==> src/design/bgudc_pkg.sv <==
// ----------------------------------------------------------------------------
// bgudc_pkg
// Shared types, register indexes and the RGB lookup for the button gesture
// up/down counter.
// ----------------------------------------------------------------------------
package bgudc_pkg;

	localparam int unsigned CntW     = 3;
	localparam int unsigned LedW     = 4;
	localparam int unsigned TimerW   = 16;
	localparam int unsigned CfgIdxW  = 2;
	localparam int unsigned CfgDataW = 16;

	localparam logic [TimerW-1:0] TimerMax = 16'hFFFF;

	// Configuration register indexes.
	localparam logic [CfgIdxW-1:0] CFG_DCLICK_WINDOW = 2'd0;
	localparam logic [CfgIdxW-1:0] CFG_LONG_PRESS    = 2'd1;
	localparam logic [CfgIdxW-1:0] CFG_REPEAT        = 2'd2;
	localparam logic [CfgIdxW-1:0] CFG_DEBOUNCE      = 2'd3;

	// Register reset values.
	localparam logic [9:0]  DclickWindowRst = 10'd50;
	localparam logic [15:0] LongPressRst    = 16'd400;
	localparam logic [9:0]  RepeatRst       = 10'd40;
	localparam logic [7:0]  DebounceRst     = 8'd5;

	typedef struct packed {
		logic [9:0]  dclick_window;
		logic [15:0] long_press;
		logic [9:0]  repeat_ticks;
		logic [7:0]  debounce;
	} cfg_t;

	typedef struct packed {
		logic [LedW-1:0] led_pattern;
		logic [CntW-1:0] count_value;
		logic            counting_down;
		logic            auto_active;
	} result_t;

	// RGB pins for each count value; pins sit on bits 3..1.
	function automatic logic [LedW-1:0] rgb_lookup(input logic [CntW-1:0] cnt);
		logic [LedW-1:0] pat;
		begin
			case (cnt)
				3'd0: pat = 4'h0;
				3'd1: pat = 4'h8;
				3'd2: pat = 4'h4;
				3'd3: pat = 4'hC;
				3'd4: pat = 4'h2;
				3'd5: pat = 4'hA;
				3'd6: pat = 4'h6;
				3'd7: pat = 4'hE;
				default: pat = 4'h0;
			endcase
			return pat;
		end
	endfunction

endpackage

==> src/design/bgudc_cfg.sv <==
// ----------------------------------------------------------------------------
// bgudc_cfg
// Configuration register file; every write is taken in the cycle it arrives.
// ----------------------------------------------------------------------------
module bgudc_cfg (
	input  logic                            clk,
	input  logic                            arst_n,
	input  logic                            cfg_valid,
	output logic                            cfg_ready,
	input  logic [bgudc_pkg::CfgIdxW-1:0]   cfg_index,
	input  logic [bgudc_pkg::CfgDataW-1:0]  cfg_data,
	output bgudc_pkg::cfg_t                 cfg
);

	bgudc_pkg::cfg_t cfg_q;

	assign cfg_ready = 1'b1;
	assign cfg       = cfg_q;

	always_ff @(posedge clk or negedge arst_n) begin
		if (!arst_n) begin
			cfg_q.dclick_window <= bgudc_pkg::DclickWindowRst;
			cfg_q.long_press    <= bgudc_pkg::LongPressRst;
			cfg_q.repeat_ticks  <= bgudc_pkg::RepeatRst;
			cfg_q.debounce      <= bgudc_pkg::DebounceRst;
		end else if (cfg_valid && cfg_ready) begin
			case (cfg_index)
				bgudc_pkg::CFG_DCLICK_WINDOW: cfg_q.dclick_window <= cfg_data[9:0];
				bgudc_pkg::CFG_LONG_PRESS:    cfg_q.long_press    <= cfg_data[15:0];
				bgudc_pkg::CFG_REPEAT:        cfg_q.repeat_ticks  <= cfg_data[9:0];
				bgudc_pkg::CFG_DEBOUNCE:      cfg_q.debounce      <= cfg_data[7:0];
				default: ;
			endcase
		end
	end

endmodule

==> src/design/bgudc_core.sv <==
// ----------------------------------------------------------------------------
// bgudc_core
// Gesture state machine: debounce, hold, auto repeat and the counter itself.
// The state advances once per button sample; nxt shows the updated values.
// ----------------------------------------------------------------------------
module bgudc_core (
	input  logic                clk,
	input  logic                arst_n,
	input  logic                step_en,
	input  logic                pressed,
	input  bgudc_pkg::cfg_t     cfg,
	output bgudc_pkg::result_t  nxt
);

	typedef enum logic [2:0] {
		PH_IDLE     = 3'd0,
		PH_PRESS_DB = 3'd1,
		PH_HOLD     = 3'd2,
		PH_AUTO_HLD = 3'd3,
		PH_AUTO_DB  = 3'd4,
		PH_AUTO_FRE = 3'd5,
		PH_REL_DB   = 3'd6
	} phase_t;

	phase_t                              phase_q, phase_d;
	logic [bgudc_pkg::CntW-1:0]          count_q, count_d;
	logic                                down_q, down_d;
	logic                                auto_q, auto_d;
	logic [bgudc_pkg::TimerW-1:0]        timer_q, timer_d;
	logic [bgudc_pkg::TimerW-1:0]        since_q, since_d;
	logic [bgudc_pkg::TimerW-1:0]        timer_inc;
	logic [bgudc_pkg::CntW-1:0]          count_step;
	logic                                db_done;
	logic                                rep_hit;

	assign timer_inc  = (timer_q == bgudc_pkg::TimerMax) ? timer_q : timer_q + 16'd1;
	assign count_step = down_q ? count_q - 3'd1 : count_q + 3'd1;
	assign db_done    = timer_inc > {8'd0, cfg.debounce};
	assign rep_hit    = timer_inc >= {6'd0, cfg.repeat_ticks};

	always_comb begin
		phase_d = phase_q;
		count_d = count_q;
		down_d  = down_q;
		auto_d  = auto_q;
		timer_d = timer_q;
		since_d = (since_q == bgudc_pkg::TimerMax) ? since_q : since_q + 16'd1;

		case (phase_q)
			PH_PRESS_DB, PH_AUTO_DB, PH_REL_DB: begin
				if (db_done) begin
					timer_d = '0;
					case (phase_q)
						PH_PRESS_DB: phase_d = PH_HOLD;
						PH_AUTO_DB:  phase_d = PH_AUTO_FRE;
						default:     phase_d = PH_IDLE;
					endcase
				end else begin
					timer_d = timer_inc;
				end
			end
			PH_HOLD: begin
				if (pressed) begin
					if (timer_inc >= cfg.long_press) begin
						auto_d  = 1'b1;
						phase_d = PH_AUTO_HLD;
						timer_d = '0;
					end else begin
						timer_d = timer_inc;
					end
				end else begin
					// Release of a short press ends a click.
					count_d = count_step;
					since_d = '0;
					phase_d = PH_REL_DB;
					timer_d = '0;
				end
			end
			PH_AUTO_HLD: begin
				if (pressed) begin
					if (rep_hit) begin
						count_d = count_step;
						timer_d = '0;
					end else begin
						timer_d = timer_inc;
					end
				end else begin
					phase_d = PH_AUTO_DB;
					timer_d = '0;
				end
			end
			PH_AUTO_FRE: begin
				if (pressed) begin
					// This press leaves auto mode with no debounce.
					auto_d  = 1'b0;
					phase_d = PH_HOLD;
					timer_d = '0;
				end else if (rep_hit) begin
					count_d = count_step;
					timer_d = '0;
				end else begin
					timer_d = timer_inc;
				end
			end
			default: begin
				phase_d = PH_IDLE;
				if (pressed) begin
					if (since_d <= {6'd0, cfg.dclick_window}) begin
						down_d = ~down_q;
					end
					phase_d = PH_PRESS_DB;
					timer_d = '0;
				end
			end
		endcase
	end

	assign nxt.led_pattern   = bgudc_pkg::rgb_lookup(count_d);
	assign nxt.count_value   = count_d;
	assign nxt.counting_down = down_d;
	assign nxt.auto_active   = auto_d;

	always_ff @(posedge clk or negedge arst_n) begin
		if (!arst_n) begin
			phase_q <= PH_IDLE;
			count_q <= '0;
			down_q  <= 1'b0;
			auto_q  <= 1'b0;
			timer_q <= '0;
			since_q <= bgudc_pkg::TimerMax;
		end else if (step_en) begin
			phase_q <= phase_d;
			count_q <= count_d;
			down_q  <= down_d;
			auto_q  <= auto_d;
			timer_q <= timer_d;
			since_q <= since_d;
		end
	end

endmodule

==> src/design/button_gesture_up_down_counter_unit.sv <==
// ----------------------------------------------------------------------------
// button_gesture_up_down_counter_unit
// Button gesture counter: debounced press/release, double-click direction
// reversal, long-press auto repeat, and a 3-bit counter shown on RGB pins.
//
//   Channel   Handshake             Payload
//   in        in_valid / in_stall   button_pressed
//   out       out_valid / out_stall led_pattern, count_value, counting_down,
//                                   auto_active
//   cfg       cfg_valid / cfg_ready cfg_index, cfg_data
//
// One button sample is taken per cycle while in_stall is low; each yields one
// result via the input register, then the state update into the result
// register. The gesture state updates once per sample as it moves into the
// result register. Reset clears the valid flags and gesture state (not the
// data registers) and loads the register defaults. A stalled result holds;
// the input register still takes one more sample; in_stall rises only when both are full.
// ----------------------------------------------------------------------------
module button_gesture_up_down_counter_unit (
	input  logic                            clk,
	input  logic                            arst_n,
	input  logic                            in_valid,
	output logic                            in_stall,
	input  logic                            button_pressed,
	output logic                            out_valid,
	input  logic                            out_stall,
	output logic [bgudc_pkg::LedW-1:0]      led_pattern,
	output logic [bgudc_pkg::CntW-1:0]      count_value,
	output logic                            counting_down,
	output logic                            auto_active,
	input  logic                            cfg_valid,
	output logic                            cfg_ready,
	input  logic [bgudc_pkg::CfgIdxW-1:0]   cfg_index,
	input  logic [bgudc_pkg::CfgDataW-1:0]  cfg_data
);

	bgudc_pkg::cfg_t    cfg;
	bgudc_pkg::result_t nxt;
	bgudc_pkg::result_t res_s2;
	logic               valid_s1;
	logic               button_s1;
	logic               valid_s2;
	logic               s2_free;
	logic               advance;

	assign s2_free  = !valid_s2 || !out_stall;
	assign advance  = valid_s1 && s2_free;
	assign in_stall = valid_s1 && !s2_free;

	bgudc_cfg u_cfg (
		.clk       (clk),
		.arst_n    (arst_n),
		.cfg_valid (cfg_valid),
		.cfg_ready (cfg_ready),
		.cfg_index (cfg_index),
		.cfg_data  (cfg_data),
		.cfg       (cfg)
	);

	bgudc_core u_core (
		.clk     (clk),
		.arst_n  (arst_n),
		.step_en (advance),
		.pressed (button_s1),
		.cfg     (cfg),
		.nxt     (nxt)
	);

	always_ff @(posedge clk or negedge arst_n) begin
		if (!arst_n) begin
			valid_s1 <= 1'b0;
			valid_s2 <= 1'b0;
		end else begin
			if (!in_stall) begin
				valid_s1 <= in_valid;
			end
			if (s2_free) begin
				valid_s2 <= valid_s1;
			end
		end
	end

	always_ff @(posedge clk) begin
		if (in_valid && !in_stall) begin
			button_s1 <= button_pressed;
		end
		if (advance) begin
			res_s2 <= nxt;
		end
	end

	assign out_valid     = valid_s2;
	assign led_pattern   = res_s2.led_pattern;
	assign count_value   = res_s2.count_value;
	assign counting_down = res_s2.counting_down;
	assign auto_active   = res_s2.auto_active;

endmodule

==> config.mk <==
export PLATFORM = sky130hd
export DESIGN_NAME = button_gesture_up_down_counter_unit
export DESIGN_NICKNAME = d
export VERILOG_FILES = /design/src/design/bgudc_pkg.sv /design/src/design/bgudc_cfg.sv /design/src/design/bgudc_core.sv /design/src/design/button_gesture_up_down_counter_unit.sv
export SDC_FILE = /design/constraint.sdc
export NUM_CORES = 1
export LEC_CHECK = 0
export CAP_MARGIN = 20
export CORE_AREA = 2 2 113 115
export DETAILED_ROUTE_END_ITERATION = 16
export DIE_AREA = 0 0 115 117
export DONT_BUFFER_PORTS = 1
export GPL_ROUTABILITY_DRIVEN = 0
export HOLD_SLACK_MARGIN = 0.06
export PLACE_DENSITY_LB_ADDON = 0.1
export SLEW_MARGIN = 25
export SYNTH_ARGS = -nofsm -noshare
export SYNTH_HDL_FRONTEND = slang
export SYNTH_SLANG_ARGS = --single-unit
==> constraint.sdc <==
create_clock -name clk -period 4.5 [get_ports clk]
set_input_delay 0.225 -clock clk [delete_from_list [all_inputs] [get_ports clk]]
set_output_delay 0.225 -clock clk [all_outputs]
set_load 0.02 [all_outputs]
==> qor.csv, run 1 <==
metric;value;unit
clk_lat worst skew;0.35;ns
post-synthesis cell count;644;
min Tclk post-route;4.076;ns
pins over their slew limit;0;
Clock Skews;0.004621;ns
Logic pwr share;33.5;%
Die Area;13460;um2
total of max-cap violations;0;
CP endpoint kind;flip-flop;
slew margin rel.;34.84;%
period utilisation layout;90.58;%
Synth area leaders;dfrtp_1 (25%), dfstp_2 (11%), ha_1 (9.4%);
Setup CP Type;flip-flop to flip-flop;
cells along the critical path;ha_1, nand3_1, or3_1, nor2_1, nor3_1, and3_1, xnor2_1, inv_1, ha_1, nand4_1, nor3_1, a211oi_2, o21ai_0, a21oi_1, a22oi_2, buf_4, nor2_1, o22a_1;
initial antenna violation count;0;
global route overflow;0;
root buf cell;clkbuf_16;
Sw Share;36.78;%
Critical Path Max Stage Delay;0.46;ns
DR iter-0 viols;222;
starting density of the core;48.47;%
# clock sinks;92;
final setup vio count;0;
sequential share of power;40.7;%
outcome;complete, no violations;
Syn Area/Cell;9.265;um2
I/O Buffers;0;
sw power;1.127;mW
ANT cells;0;
Clock Power Share;25.8;%
total global-route track usage;21.25;%
most frequent cells in the layout;nand2_1 (63), dfrtp_1 (60), o21ai_0 (56);
H-tree depth;3;
dpl hpwl;9415;um
cts bufs inserted;9;
CP Launch Type;flip-flop;
power density over cell area;463.7;nW/um2
Max clock buf depth;2;
Post-route DRC;0;
Final ANT Viol Nets;0;
Area Overhead vs Synth;10.72;%
Largest delay share family, worst path;simple AND/OR/NAND/NOR gates;
Avg WL per Cell;16.39;um
final wirelength;13260;um
row count;41;
Synth Flop Type;dfrtp_1;
CTS tree;yes;
FMAX;0.2453;GHz
Ys Warns;0;
DRT Pass-1 Iters;6;
EDFF count, synth;6;
P_int;1.937;mW
fill count;1107;
FF+latch count, synth;92;
TNS Setup;0;ns
library cells used by synthesis;67;
Lkg Pwr;2.946;nW
Hold Path Class;primary input to flip-flop;
leading area contributor after synthesis;dfrtp_1;
critical path's slowest cell;or3_1;
actual slew at the worst max-slew pin;0.9700;ns
cell area after synthesis;5967;um2
Vias/cell;5.729;
largest net degree at the start of global routing;87;
register area share after synthesis;39.63;%
core box area;12310;um2
Critical Path AT;4.32;ns
IO Pins;36;
Die W;115;um
Mapped Nets;714;
Final Power;3.063;mW
number of global-route vias before repair;4616;
Crit path buffers/inverters;2;
# nets final;724;
CP Max Fanout;9;
CP Data Required Time;4.75;ns
clock slew seen by the registers of the worst setup and hold paths;0.07;ns
first-pass GRT wire length;22410;um
commonest non-fill, non-tap cell in the layout;nand2_1;
Peak VDD IR;284.9;uV
Die H;117;um
via count;4635;
layout cells sized above 1;15.48;%
ys async rst share;93.48;%
Hold Vio Cnt, Final;0;
RSZ-0062 raised after global routing;no;
area share of the largest cell type after synthesis;25.16;%
==> routing by layer <==
| layer | vias up | part of all wire (%) | track usage (%) | routed length, um |
|---|---|---|---|---|
| met4 | 0 | 1.5 | 6.426 | 202 |
| met1 | 2261 | 48 | 28.33 | 6357 |
| met3 | 13 | 3.7 | 5.561 | 488 |
| met2 | 76 | 47 | 34.20 | 6214 |
| li1 | 2285 | - | - | - |
| met5 | - | 0 | 0 | 0 |
==> cells in the mapped netlist (3+ instances only) <==
master,n
nand2b_1,12
dfrtp_1,60
nand3_1,24
xnor2_1,11
a31oi_1,4
o31ai_1,11
nor4_1,5
o22a_1,3
inv_1,53
dfstp_2,26
nand2_1,63
ha_1,45
clkbuf_1,17
o22ai_1,3
a21oi_1,33
o21a_1,3
nand3_2,3
a22o_1,4
nor3b_1,4
or3_1,3
nor2b_1,7
o21ai_0,57
nor2_1,43
buf_4,6
edfxtp_1,6
mux2_2,37
and4_1,3
mux2i_1,8
a21o_1,6
nor3_1,13
and3_1,7
xor2_1,12
nand4_1,9
==> registers in the layout (all words and copies together), names as in the netlist <==
| signal | flops |
|---|---|
| auto_active | 1 |
| u_core.down_q | 1 |
| u_core.phase_q | 3 |
| u_core.timer_q | 16 |
| u_core.count_q | 3 |
| valid_s1 | 1 |
| button_s1 | 1 |
| count_value | 1 |
| out_valid | 1 |
| u_core.auto_q | 1 |
| u_cfg.cfg | 44 |
| counting_down | 1 |
| u_core.since_q | 16 |
| led_pattern | 2 |
==> layout make-up <==
type | count | area [um2] | share of cell area (%)
clock buffers | 11 | 242.7 | 3.674
flip-flops and latches | 92 | 2365 | 35.80
multi-input cells | 472 | 3288 | 49.77
inverters | 53 | 198.9 | 3.011
repair buffers | 26 | 265.3 | 4.015
clock inverters | 5 | 58.81 | 0.8902
well taps | 150 | 187.7 | 2.841
==> path summary, 6_finish.rpt <==
| path | slack [ns] | cells after the start | end | from |
|---|---|---|---|---|
| min reg2reg | 0.50 | 1 | out_valid$_DFFE_PN0N_ | valid_s1$_DFFE_PN0N_ |
| min in group asynchronous | 0.42 | 2 | u_core.timer_q[11]$_DFFE_PN0P_ | arst_n |
| max in group asynchronous | 3.67 | 2 | u_core.since_q[12]$_DFFE_PN1P_ | arst_n |
| max | 0.42 | 18 | u_core.timer_q[4]$_DFFE_PN0P_ | u_core.timer_q[0]$_DFFE_PN0P_ |
| min | 0.08 | 2 | valid_s1$_DFFE_PN0N_ | out_stall |
| max reg2reg | 0.42 | 18 | u_core.timer_q[4]$_DFFE_PN0P_ | u_core.timer_q[0]$_DFFE_PN0P_ |
==> what timing repair did <==
item,4_1_cts,5_1_grt
buffers inserted,0,1
hold buffers,21,0
endpoints found under the setup margin,0,7
endpoints found under the hold margin,133,0
gates resized for setup,0,1
==> stage by stage <==
stage | worst slack, ns | hold WS [ns] | std cells | utilization [%] | area, um2
after global routing | 0.002463 | 0.09411 | 809 | 53.66 | 6606
after CTS | 0.3721 | 0.08544 | 808 | 53.51 | 6588
after detailed placement | 0.4085 | -0.06679 | 771 | 49.21 | 6058
after global placement | 0.5466 | -0.06718 | 771 | 49.21 | 6058
after floorplan | 0.7627 | -0.07059 | 644 | - | 5967
final | 0.4238 | 0.08203 | 809 | 53.66 | 6606
==> logic make-up (layout without fill, tap and decap cells) <==
kind of cell / count (synthesis) / in the layout / share of synthesized area [%]
AND/OR/NAND/NOR: 213 / 213 / 18.43
AO/OA/AOI/OAI: 142 / 142 / 14.47
flip-flops: 92 / 92 / 39.63
buffers and inverters: 80 / 95 / 5.598
adder cells (fa/ha/maj): 46 / 46 / 9.771
multiplexers: 45 / 45 / 8.325
XOR/XNOR: 24 / 24 / 3.649
other: 2 / 2 / 0.1259
==> power by group through the flow <==
stage	Combinational (mW)	Clock [mW]	Sequential, mW
2_1_floorplan	0.853	0	1.15
3_3_place_gp	0.935	0	1.26
3_5_place_dp	0.970	0	1.26
4_1_cts	1.02	0.812	1.25
5_1_grt	1.17	0.848	1.28
6_report	1.03	0.791	1.25
Power figures use the tool's default switching activity.
==> run 2: changes to the inputs <==
--- a/config.mk
+++ b/config.mk
@@ -13,6 +13,7 @@
 export GPL_ROUTABILITY_DRIVEN = 0
 export HOLD_SLACK_MARGIN = 0.06
 export PLACE_DENSITY_LB_ADDON = 0.1
+export REMOVE_ABC_BUFFERS = 1
 export SLEW_MARGIN = 25
 export SYNTH_ARGS = -nofsm -noshare
 export SYNTH_HDL_FRONTEND = slang
==> run 2 against run 1 <==
Compared with the run above:
- sequential share of layout area fell by 0.16 points
- register-to-register slack barely moved
- combinational power hardly changed
- clock power grew 3.0%
- fmax down 0.29%
- critical path type unchanged
- critical endpoint is now led_pattern[1]$_DFFE_PP_
- largest power group unchanged
==> qor.csv, run 2 (same netlist as run 1, synthesis figures left out) <==
metric;value;unit;change
outcome;complete, no violations;;
Die H;117;um;unchanged
slew margin rel.;34.26;%;-0.58 points
number of global-route vias before repair;4318;;-6.5%
Avg WL per Cell;15.82;um;-3.5%
max reg flops;44;;unchanged
initial antenna violation count;0;;unchanged
H-tree depth;3;;unchanged
Critical Path AT;4.29;ns;-0.03 ns
CTS tree;yes;;
# nets final;726;;+0.28%
FMAX;0.2446;GHz;-0.29%
Hold Path Class;primary input to flip-flop;;
period utilisation layout;90.84;%;+0.26 points
Final ANT Viol Nets;0;;unchanged
via count;4576;;-1.3%
starting density of the core;48.47;%;unchanged
Area Overhead vs Synth;11.22;%;
hold slack;0.07344;ns;-0.008582 ns
Die Area;13460;um2;unchanged
row count;41;;unchanged
Hold Vio Cnt, Final;0;;unchanged
Clock Skews;0.007021;ns;+0.002400 ns
Logic pwr share;33.1;%;-0.4 points
Peak VDD IR;317.7;uV;+12%
largest net degree at the start of global routing;87;;unchanged
IO Pins;36;;unchanged
Final Non-Filler Cells;811;;+0.25%
CP Data Required Time;4.70;ns;-0.05 ns
core box area;12310;um2;unchanged
dpl hpwl;9079;um;-3.6%
global route overflow;0;;unchanged
Post-route DRC;0;;unchanged
Setup CP Type;flip-flop to flip-flop;;
DRT Pass-1 Iters;4;;-2
cts bufs inserted;9;;unchanged
Vias/cell;5.642;;-1.5%
min Tclk post-route;4.088;ns;+0.01173 ns
DR iter-0 viols;247;;+11%
total of max-cap violations;0;;unchanged
Die W;115;um;unchanged
Clock Power Share;26.5;%;+0.7 points
CP endpoint kind;flip-flop;;
P_int;1.967;mW;+1.6%
sequential share of power;40.4;%;-0.3 points
CP Max Fanout;7;;-2
Max clock buf depth;2;;unchanged
Sw Share;36.15;%;-0.63 points
clock slew seen by the registers of the worst setup and hold paths;0.07;ns;about the same
I/O Buffers;0;;unchanged
pins over their slew limit;0;;unchanged
most frequent cells in the layout;nand2_1 (63), dfrtp_1 (60), o21ai_0 (56);;
commonest non-fill, non-tap cell in the layout;nand2_1;;
clk_lat worst skew;0.36;ns;about the same
total global-route track usage;20.25;%;-1.0 points
final setup vio count;0;;unchanged
final wirelength;12830;um;-3.3%
# clock sinks;92;;unchanged
sw power;1.114;mW;-1.1%
layout cells sized above 1;15.73;%;+0.26 points
CP Launch Type;flip-flop;;
Lkg Pwr;2.961;nW;+0.53%
first-pass GRT wire length;21280;um;-5.1%
placed cell count;771;;unchanged
ANT cells;0;;unchanged
actual slew at the worst max-slew pin;0.9786;ns;+0.008641 ns
power density over cell area;464.3;nW/um2;+0.13%
root buf cell;clkbuf_16;;
-- run 2: layer usage --
layer	track usage, %	part of all wire [%]
met1	28.11	48
met2	31.37	47
met3	5.458	3.6
met4	5.622	1.5
met5	0	0
-- run 2: worst paths after layout --
path                            slack, ns                          start                        endpoint  cells after the start
worst max-delay path                 0.41  u_core.timer_q[0]$_DFFE_PN0P_        led_pattern[1]$_DFFE_PP_                     15
worst min-delay path                 0.07                      out_stall            valid_s1$_DFFE_PN0N_                      2
worst max register to register       0.41  u_core.timer_q[0]$_DFFE_PN0P_        led_pattern[1]$_DFFE_PP_                     15
worst min register to register       0.50  u_core.since_q[5]$_DFFE_PN1P_   u_core.since_q[5]$_DFFE_PN1P_                      2
max in group asynchronous            3.69                         arst_n  u_core.since_q[11]$_DFFE_PN1P_                      2
min in group asynchronous            0.41                         arst_n       u_cfg.cfg[31]$_DFFE_PN0P_                      2
-- run 2: worst max-delay path, stage by stage, from the launching register on --
cell	delay (ns)
dfrtp_1	0.44
ha_1	0.26
nand3_1	0.15
or3_1	0.47
nor2_1	0.17
buf_4	0.17
xor2_1	0.34
ha_1	0.31
nor2b_1	0.10
o21ai_0	0.12
a31oi_1	0.37
o221ai_1	0.24
or2_2	0.36
a21o_1	0.17
nor2b_1	0.12
a21oi_1	0.13
-- run 2: cell type report --
| cell class | count | area, um2 |
|---|---|---|
| Clock inverter | 5 | 62.56 |
| Inverter | 53 | 198.9 |
| Timing Repair Buffer | 28 | 280.3 |
| Multi-Input combinational cell | 472 | 3288 |
| Sequential cell | 92 | 2365 |
| Clock buffer | 11 | 254.0 |
| Tap cell | 150 | 187.7 |
| Fill cell | 1154 | 5675 |
-- run 2: what timing repair did --
item / CTS / global route
setup buffers: 0 / 3
setup endpoints to repair: 0 / 18
hold endpoints to repair: 133 / 0
hold buffers: 21 / 0
resized for setup: 0 / 1
-- run 2: stage by stage --
stage	setup slack, ns	TNS, ns	utilization, %	area, um2	power (mW)
floorplan	0.6734	0	-	5832	1.956
global placement	0.4542	0	49.21	6058	2.169
detailed placement	0.2301	0	49.21	6058	2.208
CTS	0.2133	0	53.63	6603	3.080
global route	-0.001192	-0.001192	53.90	6636	3.337
finish	0.4120	0	53.90	6636	3.081
-- run 2: power groups by stage --
stage	logic (mW)	clock network (mW)	registers, mW
final	1.02	0.815	1.25
after global routing	1.18	0.879	1.28
after CTS	0.995	0.839	1.25
after detailed placement	0.948	0	1.26
after global placement	0.916	0	1.25
after floorplan	0.746	0	1.21
